### src/rtl/core/lsm_pkg.sv
// lsm_pkg: shared types, constants and helpers for the line substring matcher
// used by lsm_cfg, lsm_scan and line_substring_matcher; no dependencies
package lsm_pkg;

  localparam int unsigned ByteW    = 8;
  localparam int unsigned PatBytes = 16;  // bytes held by the two pattern registers
  localparam int unsigned LenW     = 5;
  localparam int unsigned CntW     = 32;
  localparam int unsigned RegW     = 64;
  localparam int unsigned AddrW    = 5;

  localparam logic [ByteW-1:0] CharUpA    = 8'h41;
  localparam logic [ByteW-1:0] CharUpZ    = 8'h5A;
  localparam logic [ByteW-1:0] CaseOffset = 8'd32;
  localparam logic [ByteW-1:0] CharNl     = 8'h0A;
  localparam logic [ByteW-1:0] CharNul    = 8'h00;
  localparam logic [CntW-1:0]  CntMax     = {CntW{1'b1}};

  typedef enum logic [1:0] {
    RegPatLow  = 2'd0,
    RegPatHigh = 2'd1,
    RegPatLen  = 2'd2,
    RegIgnCase = 2'd3
  } lsm_reg_e;

  // pattern already folded and aligned to window positions (newest byte at 0)
  typedef struct packed {
    logic [PatBytes-1:0][ByteW-1:0] pat_al;
    logic [LenW-1:0]                plen;
    logic                           ign_case;
  } lsm_cfg_t;

  typedef struct packed {
    logic            line_valid;
    logic [CntW-1:0] line_number;
    logic            line_matched;
    logic [CntW-1:0] hit_count;
    logic            end_of_file;
  } lsm_result_t;

  function automatic logic [ByteW-1:0] fold(input logic [ByteW-1:0] c, input logic ign);
    logic [ByteW-1:0] r;
    r = c;
    if (ign && c >= CharUpA && c <= CharUpZ) begin
      r = c + CaseOffset;
    end
    return r;
  endfunction

endpackage

### src/rtl/core/lsm_cfg.sv
// lsm_cfg: register file behind the configuration port, plus pattern alignment
// depends on lsm_pkg
module lsm_cfg #(
  parameter int unsigned PATTERN_MAX = 16
) (
  input  logic                      clk_i,
  input  logic                      rst_ni,
  input  logic                      psel,
  input  logic                      penable,
  input  logic                      pwrite,
  input  logic [lsm_pkg::AddrW-1:0] paddr,
  input  logic [lsm_pkg::RegW-1:0]  pwdata,
  output logic [lsm_pkg::RegW-1:0]  prdata,
  output logic                      pready,
  output lsm_pkg::lsm_cfg_t         cfg_o
);

  logic [lsm_pkg::RegW-1:0] pat_low_q, pat_high_q;
  logic [lsm_pkg::LenW-1:0] plen_q;
  logic                     ign_q;
  logic                     wr_en;
  lsm_pkg::lsm_reg_e        reg_sel;
  logic [lsm_pkg::LenW-1:0] used_len;
  logic [lsm_pkg::PatBytes-1:0][lsm_pkg::ByteW-1:0] pat_bytes;

  assign pready  = 1'b1;
  assign wr_en   = psel && penable && pwrite && pready;
  assign reg_sel = lsm_pkg::lsm_reg_e'(paddr[4:3]);

  always_ff @(posedge clk_i or negedge rst_ni) begin
    if (!rst_ni) begin
      pat_low_q  <= '0;
      pat_high_q <= '0;
      plen_q     <= '0;
      ign_q      <= 1'b0;
    end else if (wr_en) begin
      unique case (reg_sel)
        lsm_pkg::RegPatLow:  pat_low_q  <= pwdata;
        lsm_pkg::RegPatHigh: pat_high_q <= pwdata;
        lsm_pkg::RegPatLen:  plen_q     <= pwdata[lsm_pkg::LenW-1:0];
        lsm_pkg::RegIgnCase: ign_q      <= pwdata[0];
        default: ;
      endcase
    end
  end

  always_comb begin
    unique case (reg_sel)
      lsm_pkg::RegPatLow:  prdata = pat_low_q;
      lsm_pkg::RegPatHigh: prdata = pat_high_q;
      lsm_pkg::RegPatLen:  prdata = {{(lsm_pkg::RegW-lsm_pkg::LenW){1'b0}}, plen_q};
      lsm_pkg::RegIgnCase: prdata = {{(lsm_pkg::RegW-1){1'b0}}, ign_q};
      default:             prdata = '0;
    endcase
  end

  assign used_len  = (plen_q > lsm_pkg::LenW'(PATTERN_MAX)) ? lsm_pkg::LenW'(PATTERN_MAX)
                                                            : plen_q;
  assign pat_bytes = {pat_high_q, pat_low_q};

  // window position k holds the newest byte at 0, so it meets pattern byte len-1-k
  always_comb begin
    logic [lsm_pkg::LenW-1:0] idx;
    cfg_o.plen     = used_len;
    cfg_o.ign_case = ign_q;
    for (int k = 0; k < lsm_pkg::PatBytes; k++) begin
      idx = used_len - lsm_pkg::LenW'(k) - lsm_pkg::LenW'(1);
      if (lsm_pkg::LenW'(k) < used_len) begin
        cfg_o.pat_al[k] = lsm_pkg::fold(pat_bytes[idx[3:0]], ign_q);
      end else begin
        cfg_o.pat_al[k] = '0;
      end
    end
  end

endmodule

### src/rtl/core/lsm_scan.sv
// lsm_scan: line state, byte window and parallel pattern compare
// depends on lsm_pkg
module lsm_scan #(
  parameter int unsigned PATTERN_MAX = 16
) (
  input  logic                      clk_i,
  input  logic                      rst_ni,
  input  logic                      fire_i,
  input  logic [lsm_pkg::ByteW-1:0] byte_i,
  input  logic                      last_i,
  input  lsm_pkg::lsm_cfg_t         cfg_i,
  output logic                      emit_o,
  output lsm_pkg::lsm_result_t      res_o
);

  localparam int unsigned BilW = $clog2(PATTERN_MAX + 1);

  logic [PATTERN_MAX-1:0][lsm_pkg::ByteW-1:0] win_q, win_d, win_shift;
  logic [BilW-1:0]          bil_q, bil_d, bil_inc;
  logic                     hit_q, hit_d;
  logic [lsm_pkg::CntW-1:0] line_q, line_d, hits_q, hits_d, hits_inc;
  logic                     stopped_q, stopped_d;
  logic                     eq_all, window_hit, append, close, hit_now, matched;

  always_comb begin
    win_shift[0] = byte_i;
    for (int k = 1; k < PATTERN_MAX; k++) begin
      win_shift[k] = win_q[k-1];
    end
  end

  assign bil_inc = (bil_q < BilW'(PATTERN_MAX)) ? bil_q + BilW'(1) : bil_q;

  always_comb begin
    eq_all = 1'b1;
    for (int k = 0; k < PATTERN_MAX; k++) begin
      if (lsm_pkg::LenW'(k) < cfg_i.plen &&
          lsm_pkg::fold(win_shift[k], cfg_i.ign_case) != cfg_i.pat_al[k]) begin
        eq_all = 1'b0;
      end
    end
  end

  assign window_hit = (cfg_i.plen != '0) && (lsm_pkg::LenW'(bil_inc) >= cfg_i.plen) && eq_all;

  assign append  = fire_i && !stopped_q && byte_i != lsm_pkg::CharNul
                   && byte_i != lsm_pkg::CharNl;
  assign close   = fire_i && !stopped_q &&
                   ((byte_i == lsm_pkg::CharNul && bil_q != '0) ||
                    byte_i == lsm_pkg::CharNl || (append && last_i));
  assign hit_now = hit_q || (append && window_hit);
  assign matched = hit_now || cfg_i.plen == '0;
  assign hits_inc = (matched && hits_q != lsm_pkg::CntMax) ? hits_q + lsm_pkg::CntW'(1)
                                                           : hits_q;

  assign emit_o             = fire_i && (close || last_i);
  assign res_o.line_valid   = close;
  assign res_o.line_number  = close ? line_q : '0;
  assign res_o.line_matched = close && matched;
  assign res_o.hit_count    = close ? hits_inc : hits_q;
  assign res_o.end_of_file  = last_i;

  always_comb begin
    win_d     = win_q;
    bil_d     = bil_q;
    hit_d     = hit_q;
    line_d    = line_q;
    hits_d    = hits_q;
    stopped_d = stopped_q;
    if (fire_i) begin
      if (append) begin
        win_d = win_shift;
        bil_d = bil_inc;
        hit_d = hit_now;
      end
      if (close) begin
        bil_d  = '0;
        hit_d  = 1'b0;
        hits_d = hits_inc;
        line_d = (line_q != lsm_pkg::CntMax) ? line_q + lsm_pkg::CntW'(1) : line_q;
      end
      if (!stopped_q && byte_i == lsm_pkg::CharNul) begin
        stopped_d = 1'b1;
      end
      // end of file: back to the reset state for the next file
      if (last_i) begin
        win_d     = '0;
        bil_d     = '0;
        hit_d     = 1'b0;
        line_d    = lsm_pkg::CntW'(1);
        hits_d    = '0;
        stopped_d = 1'b0;
      end
    end
  end

  always_ff @(posedge clk_i or negedge rst_ni) begin
    if (!rst_ni) begin
      win_q     <= '0;
      bil_q     <= '0;
      hit_q     <= 1'b0;
      line_q    <= lsm_pkg::CntW'(1);
      hits_q    <= '0;
      stopped_q <= 1'b0;
    end else begin
      win_q     <= win_d;
      bil_q     <= bil_d;
      hit_q     <= hit_d;
      line_q    <= line_d;
      hits_q    <= hits_d;
      stopped_q <= stopped_d;
    end
  end

endmodule

### src/rtl/core/line_substring_matcher.sv
// line_substring_matcher: top level with input register, scanner and result register
// depends on lsm_pkg, lsm_cfg and lsm_scan
//
// Usage: file bytes enter on the s_axis channel, one item per byte, tdata holding
// the byte and tlast marking the final byte of the file. For every byte that
// closes a line (newline, a zero byte after a non-empty line, or the final byte)
// one item leaves on m_axis; the final byte always gives an item, with tlast set,
// even when it closes no line (then tuser is 0 and the hit count is the total).
// Bytes that close nothing give no item, and after a zero byte the rest of the
// file is skipped until the final byte.
// Pipeline: two register stages, the input register and the result register; the
// result of an accepted byte enters the result register when that register can
// advance. Throughput is one byte per cycle while m_axis_tready does not stall the
// output, set by the line state update and the parallel compare at all window positions.
// When an item waits and m_axis_tready is low, the result register holds and the
// input register fills, after which s_axis_tready drops; no item is lost or repeated.
// Reset clears the pattern registers, the line counter (to one), the hit
// count and the window. The pattern is set over the APB port at byte addresses
// 0 (bytes 0-7), 8 (bytes 8-15), 16 (length) and 24 (ignore case) while idle.
module line_substring_matcher #(
  parameter int unsigned PATTERN_MAX = 16
) (
  input  logic                      clk_i,
  input  logic                      rst_ni,
  input  logic                      s_axis_tvalid,
  output logic                      s_axis_tready,
  input  logic [7:0]                s_axis_tdata,   // [7:0] data_byte
  input  logic                      s_axis_tlast,   // last_byte
  output logic                      m_axis_tvalid,
  input  logic                      m_axis_tready,
  output logic [71:0]               m_axis_tdata,   // [31:0] line_number, [32] line_matched,
                                                    // [64:33] hit_count, [71:65] zero
  output logic                      m_axis_tuser,   // line_valid
  output logic                      m_axis_tlast,   // end_of_file
  input  logic                      psel,
  input  logic                      penable,
  input  logic                      pwrite,
  input  logic [lsm_pkg::AddrW-1:0] paddr,
  input  logic [lsm_pkg::RegW-1:0]  pwdata,
  output logic [lsm_pkg::RegW-1:0]  prdata,
  output logic                      pready
);

  lsm_pkg::lsm_cfg_t         cfg;
  lsm_pkg::lsm_result_t      res, out_q;
  logic                      s1_valid_q, s1_last_q, out_valid_q;
  logic [lsm_pkg::ByteW-1:0] s1_byte_q;
  logic                      advance, fire, emit;

  assign advance       = !out_valid_q || m_axis_tready;
  assign s_axis_tready = !s1_valid_q || advance;
  assign fire          = s1_valid_q && advance;

  always_ff @(posedge clk_i or negedge rst_ni) begin
    if (!rst_ni) begin
      s1_valid_q <= 1'b0;
    end else if (s_axis_tready) begin
      s1_valid_q <= s_axis_tvalid;
    end
  end

  always_ff @(posedge clk_i) begin
    if (s_axis_tvalid && s_axis_tready) begin
      s1_byte_q <= s_axis_tdata;
      s1_last_q <= s_axis_tlast;
    end
  end

  lsm_cfg #(
    .PATTERN_MAX(PATTERN_MAX)
  ) u_cfg (
    .clk_i  (clk_i),
    .rst_ni (rst_ni),
    .psel   (psel),
    .penable(penable),
    .pwrite (pwrite),
    .paddr  (paddr),
    .pwdata (pwdata),
    .prdata (prdata),
    .pready (pready),
    .cfg_o  (cfg)
  );

  lsm_scan #(
    .PATTERN_MAX(PATTERN_MAX)
  ) u_scan (
    .clk_i  (clk_i),
    .rst_ni (rst_ni),
    .fire_i (fire),
    .byte_i (s1_byte_q),
    .last_i (s1_last_q),
    .cfg_i  (cfg),
    .emit_o (emit),
    .res_o  (res)
  );

  always_ff @(posedge clk_i or negedge rst_ni) begin
    if (!rst_ni) begin
      out_valid_q <= 1'b0;
    end else if (advance) begin
      out_valid_q <= fire && emit;
    end
  end

  always_ff @(posedge clk_i) begin
    if (fire && emit) begin
      out_q <= res;
    end
  end

  assign m_axis_tvalid = out_valid_q;
  assign m_axis_tdata  = {7'd0, out_q.hit_count, out_q.line_matched, out_q.line_number};
  assign m_axis_tuser  = out_q.line_valid;
  assign m_axis_tlast  = out_q.end_of_file;

endmodule

### config.mk
export PLATFORM = sky130hd
export DESIGN_NAME = line_substring_matcher
export DESIGN_NICKNAME = d
export VERILOG_FILES = /design/src/rtl/core/lsm_pkg.sv /design/src/rtl/core/lsm_cfg.sv /design/src/rtl/core/lsm_scan.sv /design/src/rtl/core/line_substring_matcher.sv
export SDC_FILE = /design/constraint.sdc
export NUM_CORES = 1
export LEC_CHECK = 0
export BUFFER_PORTS_ARGS = -buffer_cell sky130_fd_sc_hd__buf_2
export CORE_UTILIZATION = 28
export DETAILED_ROUTE_END_ITERATION = 8
export PLACE_DENSITY = 0.54
export SLEW_MARGIN = 25
export SYNTH_ARGS = -nofsm -noshare
export SYNTH_HDL_FRONTEND = slang
export SYNTH_HIERARCHICAL = 1
export SYNTH_SLANG_ARGS = --single-unit
### constraint.sdc
create_clock -name clk_i -period 7.9 [get_ports clk_i]
set_input_delay 1.58 -clock clk_i [delete_from_list [all_inputs] [get_ports clk_i]]
set_output_delay 1.58 -clock clk_i [all_outputs]
set_load 0.005 [all_outputs]
==> results.sh <==
export IMPL_status="finished, final reports clean"
export IMPL_dr_first_iter_drc_count=2024
export IMPL_nets=3033
export IMPL_cap_violations=0
export IMPL_synth_edf_count=76
export IMPL_finalHoldViolCount=0
export IMPL_drt_drc_violations_left=0
export IMPL_yosysSeqAreaShare=0.3481
export IMPL_start_kind="register"
export IMPL_cp_startpoint="u_cfg/plen_q[4]"
export IMPL_syn_cell_area_um2=30070
export IMPL_grt_usage=0.1786
export IMPL_fin_crit_ns=7.161
export IMPL_postSynthCellCount=2754
export IMPL_power_switching_mw=4.917
export IMPL_drt_pass1_iter_count=6
export IMPL_syn_mean_instance_area_um2=10.92
export IMPL_cts_resized=0
export IMPL_intPower_mw=6.355
export IMPL_clkTransAtPathRegs_ns=0.06
export IMPL_antenna_left=0
export IMPL_hp_class="reg -> reg"
export IMPL_skew_ns=0.03823
export IMPL_cp_max_fo=25
export IMPL_yosys_warnings=6
export IMPL_io_pins=226
export IMPL_r2r_end="m_axis_tdata[63]"
export IMPL_switching_share=0.4362
export IMPL_num_vias=23830
export IMPL_wl_per_cell_um=22.74
export IMPL_grt_pass1_wl_um=148800
export IMPL_synth_ff_type="dfrtp_1"
export IMPL_cts_sinks=403
export IMPL_maxSlewHeadroom=0.3453
export IMPL_antenna_found_initial=1
export IMPL_fin_ws_ns=0.7389
export IMPL_cts_root_buffer="clkbuf_16"
export IMPL_gp_congestion=0.9431
export IMPL_place_ws_ns=0.8099
export IMPL_grt_max_degree=137
export IMPL_dieArea_um2=108700
export IMPL_worstSetupEndpointType="register"
export IMPL_p_per_area_nw_per_um2=329.4
export IMPL_rsz0062_at_grt="no"
export IMPL_std_cell_rows=119
export IMPL_core_area_um2=105900
export IMPL_wirelength_um=98500
export IMPL_dp_hpwl_um=72770
export IMPL_worst_slew_pin_slew_ns=0.9821
export IMPL_leakage_nw=14.41
export IMPL_insertion_delay_ns=0.65
export IMPL_die_width_um=329.7
export IMPL_ys_seq_elements=403
export IMPL_rr_startpoint="u_cfg/plen_q[4]"
export IMPL_yosysUniqueCellTypes=109
export IMPL_ys_async_sr_fraction=0.8114
export IMPL_setup_viol=0
export IMPL_syn_to_final_growth_pct=13.80
export IMPL_arrival_ns=7.54
export IMPL_timing_final_crit_share=0.9065
export IMPL_p_seq_frac=0.246
export IMPL_power_frac_clock=0.211
export IMPL_worst_ep_required_time_ns=8.28
export IMPL_drt_vias_per_instance=5.503
export IMPL_holdBufCountCts=0
export IMPL_min_delay_start="u_scan/hit_q"
export IMPL_grt_pass1_vias=22580
export IMPL_cts_buffers=49
export IMPL_drive_gt1_frac=0.2429
export IMPL_hold_depth=2
export IMPL_overflow=0
export IMPL_postCtsSetupBuffers=0
export IMPL_r2r_slack_ns=0.74
export IMPL_cts_max_path_buffers=3
export IMPL_start_util=0.2840
export IMPL_fin_tns_setup_ns=0
export IMPL_port_buffers=214
export IMPL_die_h_um=329.7
export IMPL_pwr_share_comb=0.543
export IMPL_hold_end="u_scan/hit_q"
export IMPL_crit_type="reg -> reg"
export IMPL_cts_tree="done"
export IMPL_fmaxAchievable_mhz=139.6
export IMPL_htree_levels=2
export IMPL_maxSlewViolCount=0
export IMPL_peakVddDrop_v=0.0001863
export IMPL_rr_worst_depth=22
export IMPL_timing_hold_ws_ns=0.4878
==> sequential cells by signal (all words and copies together), names as in the netlist <==
| register | count |
|---|---|
| u_scan/win_q | 120 |
| m_axis_tdata | 65 |
| u_cfg/pat_high_q | 64 |
| u_cfg/pat_low_q | 64 |
| u_scan/hits_q | 32 |
| u_scan/line_q | 32 |
| s1_byte_q | 8 |
| u_cfg/plen_q | 5 |
| u_scan/bil_q | 5 |
| m_axis_tlast | 1 |
| m_axis_tuser | 1 |
| m_axis_tvalid | 1 |
| s1_last_q | 1 |
| s1_valid_q | 1 |
| u_cfg/ign_q | 1 |
| u_scan/hit_q | 1 |
| u_scan/stopped_q | 1 |
==> kinds of logic after synthesis <==
group / after synthesis / synth area share
AOI/OAI and AO/OA: 482 / 0.1213
xor gates and xnor gates: 197 / 0.05872
adders and majority gates: 49 / 0.02039
buffers and inverters: 260 / 0.04319
DFF: 403 / 0.3481
muxes: 518 / 0.2592
other: 2 / 0.0002498
and+or+nand+nor: 843 / 0.1489
==> power groups by stage <==
stage / Clock [mW] / Sequential (mW) / Combinational, mW
global route: 2.53 / 2.82 / 6.48
detailed placement: 0 / 2.80 / 6.01
floorplan: 0 / 2.62 / 4.21
global placement: 0 / 2.78 / 5.97
CTS: 2.45 / 2.76 / 6.03
finish: 2.38 / 2.77 / 6.12
==> critical path, cell delays in order, from the launching register on <==
cell,delay [ns]
dfrtp_2,0.46
nor2b_4,0.27
inv_6,0.16
ha_1,0.25
xnor2_2,0.18
buf_4,0.32
nand2_1,0.19
xor2_4,0.41
mux4_2,0.63
nand2b_1,0.18
a211o_1,0.31
o32ai_1,0.49
xnor2_1,0.19
xnor2_1,0.15
or3_1,0.34
mux2i_1,0.36
o2111ai_1,0.18
or4b_4,0.62
o31a_1,0.34
inv_2,0.36
buf_4,0.23
nand3_1,0.09
xnor2_1,0.19
==> synth_stat cells (30+ instances only) <==
cell | number | area (um2)
nand3_1 | 69 | 345.3
nor2_1 | 226 | 848.3
or3_1 | 33 | 206.5
nand2_1 | 136 | 510.5
nor2b_1 | 46 | 287.8
nor3_1 | 52 | 260.3
edfxtp_1 | 76 | 2282
o21ai_0 | 43 | 215.2
a21oi_1 | 84 | 420.4
mux2i_1 | 167 | 1672
and2_1 | 74 | 462.9
and3b_1 | 30 | 262.8
ha_1 | 49 | 613.1
mux2_2 | 175 | 1971
a22o_1 | 125 | 1095
mux4_2 | 123 | 2770
inv_1 | 67 | 251.5
a211oi_1 | 48 | 360.4
clkbuf_1 | 114 | 427.9
mux4_1 | 51 | 1340
dfrtp_1 | 326 | 8158
xor2_1 | 77 | 674.4
xnor2_1 | 117 | 1025
==> area by class of cell <==
class                      count  area (um2)
multi-input combinational   2097       18410
sequential                   403       10470
clock buffer                  71        1430
inverter                      73       279.0
antenna                        1       2.502
timing repair buffer         275        1604
clock inverter                20       281.5
tap                         1391        1740
fill                       10800       71650
==> worst max-delay path by stage <==
stage	end	slack, ns	depth (start not counted)
2_1_floorplan	u_scan/hits_q[26]	1.19	24
3_3_place_gp	m_axis_tdata[63]	0.84	21
3_5_place_dp	m_axis_tdata[63]	0.81	21
4_1_cts	m_axis_tdata[63]	0.79	21
5_1_grt	m_axis_tdata[63]	0.44	22
6_report	m_axis_tdata[63]	0.74	22
==> metal layers <==
layer / GRT usage / part of all wire
met1: 0.2581 / 0.46
met2: 0.2674 / 0.44
met3: 0.02372 / 0.057
met4: 0.07337 / 0.043
met5: 0 / 0.00013
==> placed cells by master, fill, tap and decap left out, types with 17 or more instances in the layout <==
| master | netlist | final |
|---|---|---|
| nand2b_1 | 24 | 23 |
| nand2_1 | 136 | 136 |
| and3_1 | 23 | 22 |
| buf_2 | 27 | 212 |
| a22o_1 | 125 | 125 |
| edfxtp_1 | 76 | 76 |
| nand3_1 | 69 | 69 |
| nor3_1 | 52 | 51 |
| or3_1 | 33 | 33 |
| o221ai_1 | 17 | 17 |
| buf_4 | 14 | 57 |
| a31oi_1 | 17 | 17 |
| mux4_2 | 123 | 123 |
| mux4_1 | 51 | 51 |
| inv_1 | 67 | 67 |
| xnor2_1 | 117 | 114 |
| a21oi_1 | 84 | 83 |
| and2_1 | 74 | 74 |
| xor2_1 | 77 | 77 |
| nor2_1 | 226 | 222 |
| ha_1 | 49 | 48 |
| nor4_1 | 25 | 25 |
| dfrtp_1 | 326 | 325 |
| and3b_1 | 30 | 30 |
| mux2i_1 | 167 | 167 |
| nor2b_1 | 46 | 45 |
| o21ai_0 | 43 | 43 |
| nand4_1 | 27 | 27 |
| a211oi_1 | 48 | 48 |
| clkbuf_16 | 0 | 50 |
| mux2_2 | 175 | 175 |
==> stage by stage <==
stage	area (um2)	util	total power, mW	cells
final	34220	0.3232	11.27	4331
after detailed placement	32500	0.3070	8.806	4239
after CTS	34210	0.3232	11.25	4330
after floorplan	30090	-	6.833	2760
after global routing	34210	0.3232	11.82	4330
after global placement	32500	0.3070	8.755	4239
Power figures use the tool's default switching activity.
